==> src/rtl/core/wbss_pkg.sv <==
// Package for the wildcard byte signature scanner.
// Holds field widths, configuration register indexes and the types shared by
// the cells, the result buffer and the top level. Depends on nothing.
package wbss_pkg;

	localparam int BYTE_BITS       = 8;
	localparam int CFG_INDEX_BITS  = 8;
	localparam int CFG_DATA_BITS   = 64;
	localparam int MASK_BITS       = 16;
	localparam int LENGTH_BITS     = 5;
	localparam int SIG_BYTES       = 16;
	localparam int SIG_INDEX_BITS  = 4;
	localparam int OFFSET_OUT_BITS = 32;

	// Configuration register indexes.
	localparam logic [CFG_INDEX_BITS-1:0] CFG_PATTERN_LOW  = 8'd0;
	localparam logic [CFG_INDEX_BITS-1:0] CFG_PATTERN_HIGH = 8'd1;
	localparam logic [CFG_INDEX_BITS-1:0] CFG_CARE_MASK    = 8'd2;
	localparam logic [CFG_INDEX_BITS-1:0] CFG_LENGTH       = 8'd3;

	// Compare setting handed to one window cell.
	typedef struct packed {
		logic                 in_use;
		logic                 care;
		logic [BYTE_BITS-1:0] expected;
	} cell_cfg_t;

	// One result item.
	typedef struct packed {
		logic                       found;
		logic [OFFSET_OUT_BITS-1:0] offset;
	} result_t;

endpackage

==> src/rtl/core/wbss_cell.sv <==
// One cell of the sliding byte window.
// Holds one window byte, hands it on to the next cell and compares the byte it
// takes in against its signature byte. Depends on wbss_pkg.
module wbss_cell
	import wbss_pkg::*;
(
	input  logic                 clk,
	input  logic                 shift_en,
	input  logic [BYTE_BITS-1:0] shift_in,
	input  cell_cfg_t            setting,
	output logic [BYTE_BITS-1:0] shift_out,
	output logic                 hit
);

	logic [BYTE_BITS-1:0] byte_q;

	always_ff @(posedge clk) begin
		if (shift_en) begin
			byte_q <= shift_in;
		end
	end

	assign shift_out = byte_q;

	// The compare looks at the byte entering the cell, i.e. the window as it
	// stands once the current request has been taken in.
	assign hit = !(setting.in_use && setting.care && (shift_in != setting.expected));

endmodule

==> src/rtl/core/wbss_out_buf.sv <==
// Two-entry result buffer: an output register and a skid register.
// Lets the scanner keep taking bytes while one result waits. Depends on wbss_pkg.
module wbss_out_buf
	import wbss_pkg::*;
(
	input  logic    clk,
	input  logic    arst_n,
	input  logic    push,
	input  result_t push_data,
	output logic    has_space,
	output logic    out_valid,
	input  logic    out_ready,
	output result_t out_data
);

	logic    main_valid_q;
	logic    skid_valid_q;
	result_t main_q;
	result_t skid_q;
	logic    pop;

	assign pop       = main_valid_q && out_ready;
	assign has_space = !skid_valid_q;
	assign out_valid = main_valid_q;
	assign out_data  = main_q;

	always_ff @(posedge clk or negedge arst_n) begin
		if (!arst_n) begin
			main_valid_q <= 1'b0;
			skid_valid_q <= 1'b0;
		end else if (pop) begin
			if (skid_valid_q) begin
				skid_valid_q <= 1'b0;
			end else if (!push) begin
				main_valid_q <= 1'b0;
			end
		end else if (push) begin
			if (main_valid_q) begin
				skid_valid_q <= 1'b1;
			end else begin
				main_valid_q <= 1'b1;
			end
		end
	end

	always_ff @(posedge clk) begin
		if (pop) begin
			if (skid_valid_q) begin
				main_q <= skid_q;
			end else if (push) begin
				main_q <= push_data;
			end
		end else if (push) begin
			if (main_valid_q) begin
				skid_q <= push_data;
			end else begin
				main_q <= push_data;
			end
		end
	end

endmodule

==> src/rtl/core/wildcard_byte_signature_scan_unit.sv <==
// Top level of the wildcard byte signature scanner.
// Instantiates the window cells (wbss_cell) and the result buffer (wbss_out_buf);
// depends on wbss_pkg.
//
// Usage. Bytes of a region arrive on the input channel (in_valid / in_ready,
// data_byte, region_end), one byte per request. A result leaves on the output
// channel (out_valid / out_ready, found, match_offset): found = 1 with the
// region offset of the first signature byte for the first full match of a
// region, or found = 0 with offset 0 when the region's last byte arrives
// without a match. Later bytes of a region that has already reported give no
// result. Configuration requests on the cfg channel are always taken at once;
// they should be issued only while the scanner is idle.
//
// Throughput is one byte per cycle while in_ready is high: the whole window
// compare is a single stage, one comparator per cell feeding an AND of the
// hit flags. A result enters the result buffer as its byte is accepted.
// When the receiver stalls, one result waits in the output register and a
// second can be parked in the skid register; in_ready drops only while the
// skid register is occupied. Reset empties the buffer, clears the region
// counter and loads the pattern registers with zero and the length with one.
module wildcard_byte_signature_scan_unit
	import wbss_pkg::*;
#(
	parameter int MAX_PATTERN_BYTES = 16,
	parameter int OFFSET_BITS       = 32
) (
	input  logic                       clk,
	input  logic                       arst_n,
	input  logic                       cfg_valid,
	output logic                       cfg_ready,
	input  logic [CFG_INDEX_BITS-1:0]  cfg_index,
	input  logic [CFG_DATA_BITS-1:0]   cfg_data,
	input  logic                       in_valid,
	output logic                       in_ready,
	input  logic [BYTE_BITS-1:0]       data_byte,
	input  logic                       region_end,
	output logic                       out_valid,
	input  logic                       out_ready,
	output logic                       found,
	output logic [OFFSET_OUT_BITS-1:0] match_offset
);

	// Configuration registers.
	logic [CFG_DATA_BITS-1:0] pattern_low_q;
	logic [CFG_DATA_BITS-1:0] pattern_high_q;
	logic [MASK_BITS-1:0]     care_mask_q;
	logic [LENGTH_BITS-1:0]   length_q;

	// Region state.
	logic [OFFSET_BITS-1:0] bytes_seen_q;
	logic                   reported_q;

	logic                   in_fire;
	logic [LENGTH_BITS-1:0] used_len;
	logic [OFFSET_BITS-1:0] seen_next;
	logic [OFFSET_BITS-1:0] diff;
	logic [63:0]            diff_ext;
	logic                   window_hit;
	logic                   match;
	logic                   res_push;
	logic                   buf_space;
	result_t                res;
	result_t                out_res;

	logic [8*SIG_BYTES-1:0] sig_all;

	logic [BYTE_BITS-1:0]   cell_in  [MAX_PATTERN_BYTES];
	logic [BYTE_BITS-1:0]   cell_out [MAX_PATTERN_BYTES];
	cell_cfg_t              cell_set [MAX_PATTERN_BYTES];
	logic [MAX_PATTERN_BYTES-1:0] cell_hit;

	assign cfg_ready = 1'b1;

	always_ff @(posedge clk or negedge arst_n) begin
		if (!arst_n) begin
			pattern_low_q  <= '0;
			pattern_high_q <= '0;
			care_mask_q    <= '0;
			length_q       <= LENGTH_BITS'(1);
		end else if (cfg_valid) begin
			case (cfg_index)
				CFG_PATTERN_LOW:  pattern_low_q  <= cfg_data;
				CFG_PATTERN_HIGH: pattern_high_q <= cfg_data;
				CFG_CARE_MASK:    care_mask_q    <= cfg_data[MASK_BITS-1:0];
				CFG_LENGTH:       length_q       <= cfg_data[LENGTH_BITS-1:0];
				default:          ;
			endcase
		end
	end

	// A length of zero counts as one; any length beyond the window counts as the
	// window size.
	always_comb begin
		if (length_q == '0) begin
			used_len = LENGTH_BITS'(1);
		end else if (length_q > LENGTH_BITS'(MAX_PATTERN_BYTES)) begin
			used_len = LENGTH_BITS'(MAX_PATTERN_BYTES);
		end else begin
			used_len = length_q;
		end
	end

	assign sig_all = {pattern_high_q, pattern_low_q};
	assign in_fire = in_valid && in_ready;

	// Cell k holds the k-th newest byte, so it is checked against signature
	// byte used_len-1-k; cells past the signature length always hit.
	for (genvar k = 0; k < MAX_PATTERN_BYTES; k++) begin : g_cell
		logic [LENGTH_BITS-1:0]    sig_pos;
		logic [SIG_INDEX_BITS-1:0] sig_idx;

		assign sig_pos = used_len - LENGTH_BITS'(1) - LENGTH_BITS'(k);
		assign sig_idx = sig_pos[SIG_INDEX_BITS-1:0];

		assign cell_set[k].in_use   = LENGTH_BITS'(k) < used_len;
		assign cell_set[k].care     = care_mask_q[sig_idx];
		assign cell_set[k].expected = sig_all[sig_idx*BYTE_BITS +: BYTE_BITS];

		if (k == 0) begin : g_head
			assign cell_in[k] = data_byte;
		end else begin : g_link
			assign cell_in[k] = cell_out[k-1];
		end

		wbss_cell u_cell (
			.clk       (clk),
			.shift_en  (in_fire),
			.shift_in  (cell_in[k]),
			.setting   (cell_set[k]),
			.shift_out (cell_out[k]),
			.hit       (cell_hit[k])
		);
	end

	assign window_hit = &cell_hit;

	// The byte counter saturates at its maximum.
	assign seen_next = (bytes_seen_q == {OFFSET_BITS{1'b1}}) ?
		bytes_seen_q : bytes_seen_q + OFFSET_BITS'(1);

	// Window bytes older than the region cannot make a match, as a match
	// needs at least used_len bytes of the current region.
	assign match    = window_hit && (seen_next >= OFFSET_BITS'(used_len));
	assign diff     = seen_next - OFFSET_BITS'(used_len);
	assign diff_ext = 64'(diff);

	assign res.found  = match;
	assign res.offset = match ? diff_ext[OFFSET_OUT_BITS-1:0] : '0;
	assign res_push   = in_fire && !reported_q && (match || region_end);

	always_ff @(posedge clk or negedge arst_n) begin
		if (!arst_n) begin
			bytes_seen_q <= '0;
			reported_q   <= 1'b0;
		end else if (in_fire) begin
			if (region_end) begin
				bytes_seen_q <= '0;
				reported_q   <= 1'b0;
			end else begin
				bytes_seen_q <= seen_next;
				reported_q   <= reported_q || match;
			end
		end
	end

	wbss_out_buf u_out_buf (
		.clk       (clk),
		.arst_n    (arst_n),
		.push      (res_push),
		.push_data (res),
		.has_space (buf_space),
		.out_valid (out_valid),
		.out_ready (out_ready),
		.out_data  (out_res)
	);

	assign in_ready     = buf_space;
	assign found        = out_res.found;
	assign match_offset = out_res.offset;

	// Once a region has reported, none of its later bytes may give a result.
	a_single_report: assert property (@(posedge clk) disable iff (!arst_n)
		(in_fire && reported_q) |-> !res_push)
		else $error("second result pushed within one region");

	// A not-found result only comes from the last byte of a region.
	a_not_found_at_end: assert property (@(posedge clk) disable iff (!arst_n)
		(res_push && !res.found) |-> region_end)
		else $error("not-found result before the end of a region");

	// The input stalls only while results are actually waiting.
	a_stall_has_cause: assert property (@(posedge clk) disable iff (!arst_n)
		!in_ready |-> out_valid)
		else $error("input stalled with an empty output");

	// The last byte of a region leaves a fresh counter behind.
	a_region_cleared: assert property (@(posedge clk) disable iff (!arst_n)
		(in_fire && region_end) |=> (bytes_seen_q == '0) && !reported_q)
		else $error("region state not cleared after its last byte");

endmodule

==> config.mk <==
export PLATFORM = sky130hd
export DESIGN_NAME = wildcard_byte_signature_scan_unit
export DESIGN_NICKNAME = d
export VERILOG_FILES = /design/src/rtl/core/wbss_pkg.sv /design/src/rtl/core/wbss_cell.sv /design/src/rtl/core/wbss_out_buf.sv /design/src/rtl/core/wildcard_byte_signature_scan_unit.sv
export SDC_FILE = /design/constraint.sdc
export NUM_CORES = 1
export LEC_CHECK = 0
export BUFFER_PORTS_ARGS = -buffer_cell sky130_fd_sc_hd__buf_2
export CELL_PAD_IN_SITES_DETAIL_PLACEMENT = 2
export CELL_PAD_IN_SITES_GLOBAL_PLACEMENT = 2
export CORE_MARGIN = 2
export CORE_UTILIZATION = 43
export CTS_BUF_LIST = sky130_fd_sc_hd__clkbuf_8
export DETAILED_ROUTE_END_ITERATION = 8
export PLACE_DENSITY = 0.92
export SLEW_MARGIN = 20
export SYNTH_ARGS = -nofsm -noshare
export SYNTH_HDL_FRONTEND = slang
export SYNTH_SLANG_ARGS = --single-unit
==> constraint.sdc <==
create_clock -name clk -period 11.5 [get_ports clk]
set_input_delay 1.15 -clock clk [delete_from_list [all_inputs] [get_ports clk]]
set_output_delay 1.15 -clock clk [all_outputs]
set_load 0.02 [all_outputs]
==> results.py <==
metrics = {
    "status": {
        "outcome": "finished, final reports clean",
    },
    "detailed_routing": {
        "wl_met1_mm": 40.2,
        "ant_nets": 0,
        "vias": 21000,
        "drt_iter0_drc": 2404,
        "met3_length_mm": 9.73,
        "dr.pass1.iters": 6,
        "wl_mm": 108,
        "wire_per_inst_um": 35.3,
        "wl_met2_mm": 50.6,
        "vias_per_cell": 6.87,
        "drc": 0,
        "topRoutingLayerUsed": "met4",
    },
    "sta": {
        "maxSlewHeadroom_pct": 16.7,
        "setup_tns_ps": 0,
        "period_needed_ps": 9400,
        "tightest_slew_ps": 1240,
        "hold_viol_final": 0,
        "setup_ws_ps": 2100,
        "slew_violations": 0,
        "rsz0062_at_grt": "false",
        "fmax_ghz": 0.106,
        "fin_crit_sh_pct": 81.8,
        "skew_ps": 51.7,
        "setup_violations": 0,
    },
    "synth": {
        "yosysTopAreaCell": "edfxtp_1",
        "ys.flop_type": "edfxtp_1",
        "yosys-top-cells-area": "edfxtp_1 23%, dfrtp_1 19%, mux4_2 8.1%, mux2i_1 7.8%, mux2_2 7.7%",
        "synth_top_area_share_pct": 23.0,
        "synth.distinct_cells": 85,
        "synth-edff-count": 186,
        "syn-instance-count": 2194,
        "syn_avg_cell_area_um2": 11.1,
        "syn_nets": 2297,
        "ys_warn_count": 0,
        "ys_ff_latch": 370,
        "yosysSeqAreaShare_pct": 42.0,
        "async_reset_ff_share_pct": 49.7,
        "synth.cell_area_mm2": 0.0243,
    },
    "floorplanning": {
        "core_mm2": 0.0561,
        "initial_core_util_pct": 43.3,
        "num_rows": 87,
        "die_width_um": 242,
        "fp.dieH_um": 242,
        "fp.dieArea_mm2": 0.0584,
        "ios": 122,
    },
    "worst_setup_path": {
        "critPathCaptureType": "flop",
        "crit_required_ps": 11820,
        "worst-setup-path-type": "flop to flop",
        "path_max_fanout": 67,
        "cp-start-kind": "flop",
        "rr_worst_depth": 22,
        "rrSetupSlack_ps": 2100,
        "worstPathArrival_ps": 9720,
    },
    "place": {
        "port_buffers": 120,
        "pre_cts_ws_ps": 2390,
        "placed_area_mm2": 0.0254,
        "place.gp.congestion": 1.01,
        "post-dp-hpwl_mm": 78.2,
    },
    "clock_tree": {
        "ctsResizeCount": 0,
        "clkTransAtPathRegs_ps": 70,
        "cts_tree": "built",
        "cts_hold_buf": 0,
        "clock_latency_ps": 720,
        "postCtsSetupRepairBufs": 0,
        "cts_buffer_depth": 3,
        "cts.sinks": 370,
        "cts_root_buf": "clkbuf_8",
        "cts-buffers-inserted": 68,
        "htreeDepth": 3,
    },
    "flow_run": {
        "cap_violations": 0,
    },
    "layout": {
        "final_area_mm2": 0.0267,
        "syn_to_final_growth_pct": 10.2,
        "final_util_pct": 47.7,
        "final_nets": 2361,
        "fillers": 5719,
        "drive_gt1_share_pct": 23.8,
    },
    "power": {
        "power_density_mw_per_mm2": 196,
        "irDropWorstVdd_mv": 0.137,
        "finalPower_mw": 5.24,
        "p_leak_nw": 10.6,
    },
    "global_routing": {
        "grt_max_degree": 114,
        "grt_usage_pct": 36.8,
        "gr-total-overflow": 0,
        "grt_pass1_wl_mm": 158,
        "grt_antenna_before_repair": 4,
        "grt_pass1_vias": 22400,
    },
    "min_path": {
        "hold_depth": 0,
        "worstHoldPathType": "flop to flop",
    },
}
-- report_power, final --
part | total (mW) | leakage [nW] | switching (mW) | internal, mW
Sequential | 1.97 | 4.31 | 0.221 | 1.75
Combinational | 1.99 | 5.54 | 1.32 | 0.674
Clock | 1.28 | 0.749 | 0.632 | 0.650
Total | 5.24 | 10.6 | 2.17 | 3.07
-- cell type report --
cell class	instances	area, um2	area share [%]
inverters	27	106	0.398
flip-flops and latches	370	10200	38.1
clock buffers	76	1050	3.91
clock inverters	43	240	0.898
diodes	1	2.50	0.00936
well taps	756	946	3.54
repair buffers	158	898	3.36
multi-input cells	1633	13300	49.8
-- cell families after synthesis --
family	Yosys count	share of synthesized area, %
xor+xnor	173	6.34
mux	441	23.5
buf+inv	191	3.60
other cells	1	0.0154
simple gates	535	10.6
fa+ha+maj	17	0.907
flops	370	42.0
compound gates	466	13.0
-- critical path: stages, from the launching register on --
cell and delay [ps]:
dfrtp_1 360, buf_4 300, or4_1 910, nand2_4 820, inv_4 430, ha_1 940, inv_1 170, ha_1 350
or3b_2 480, a22oi_1 230, a211oi_2 120, xnor2_2 150, buf_4 340, mux4_2 560, xnor2_1 210, nand2_1 110
nor4_1 350, a31oi_1 140, nor4_1 450, nand3_2 130, buf_4 360, o41ai_4 540, buf_4 470
-- cells in the mapped netlist (80+ instances only) --
cell	instances
nand3_1	81
o21ai_0	102
clkbuf_1	100
mux4_2	87
nand2_1	191
mux2_2	165
edfxtp_1	186
a22oi_1	80
dfrtp_1	183
mux2i_1	189
nor2_1	98
xor2_1	97
-- metal layers --
| metal | track usage [%] | vias up |
|---|---|---|
| met5 | 0 | - |
| met2 | 59.6 | 1250 |
| li1 | - | 8511 |
| met1 | 44.3 | 10900 |
| met4 | 22.7 | 0 |
| met3 | 8.82 | 404 |
-- state kept, by name, indices dropped and copies added (netlist names) --
name / cells
care_mask_q: 16
u_out_buf.out_valid: 1
u_out_buf.skid_q: 33
u_out_buf.skid_valid_q: 1
g_cell.u_cell.shift_out: 120
pattern_low_q: 64
pattern_high_q: 64
reported_q: 1
length_q: 5
bytes_seen_q: 32
u_out_buf.out_data: 33
-- final timing paths --
check | startpoint | to
setup / recovery | length_q[1] | u_out_buf.out_data[28]
hold / removal | g_cell[12].u_cell.shift_out[1] | g_cell[13].u_cell.shift_out[1]
setup reg to reg | length_q[1] | u_out_buf.out_data[28]
hold reg to reg | g_cell[12].u_cell.shift_out[1] | g_cell[13].u_cell.shift_out[1]
max in group asynchronous | arst_n | u_out_buf.skid_valid_q
min in group asynchronous | arst_n | care_mask_q[5]
-- cells in the final DEF (no fill, tap or decap), drive strengths merged, types with 16 or more instances in the layout --
master and instances:
nand2 192, mux2i 189, edfxtp 186, dfrtp 183, mux2 165, buf 157, o21ai 104, nor2 99
xor2 98, mux4 87, nand3 82, a22oi 80, clkbuf 77, xnor2 75, a21oi 63, inv 52
o31ai 43, nor4 32, a31oi 31, nor3 31, a211oi 24, nand4 16, ha 16
-- metrics by stage --
stage                     cells  hold WS (ps)
after global routing       3064           490
after detailed placement   2944           464
after global placement     2944           455
final                      3064           485
after CTS                  3063           482
after floorplan            2194           448
(Power assumes the default switching activity.)
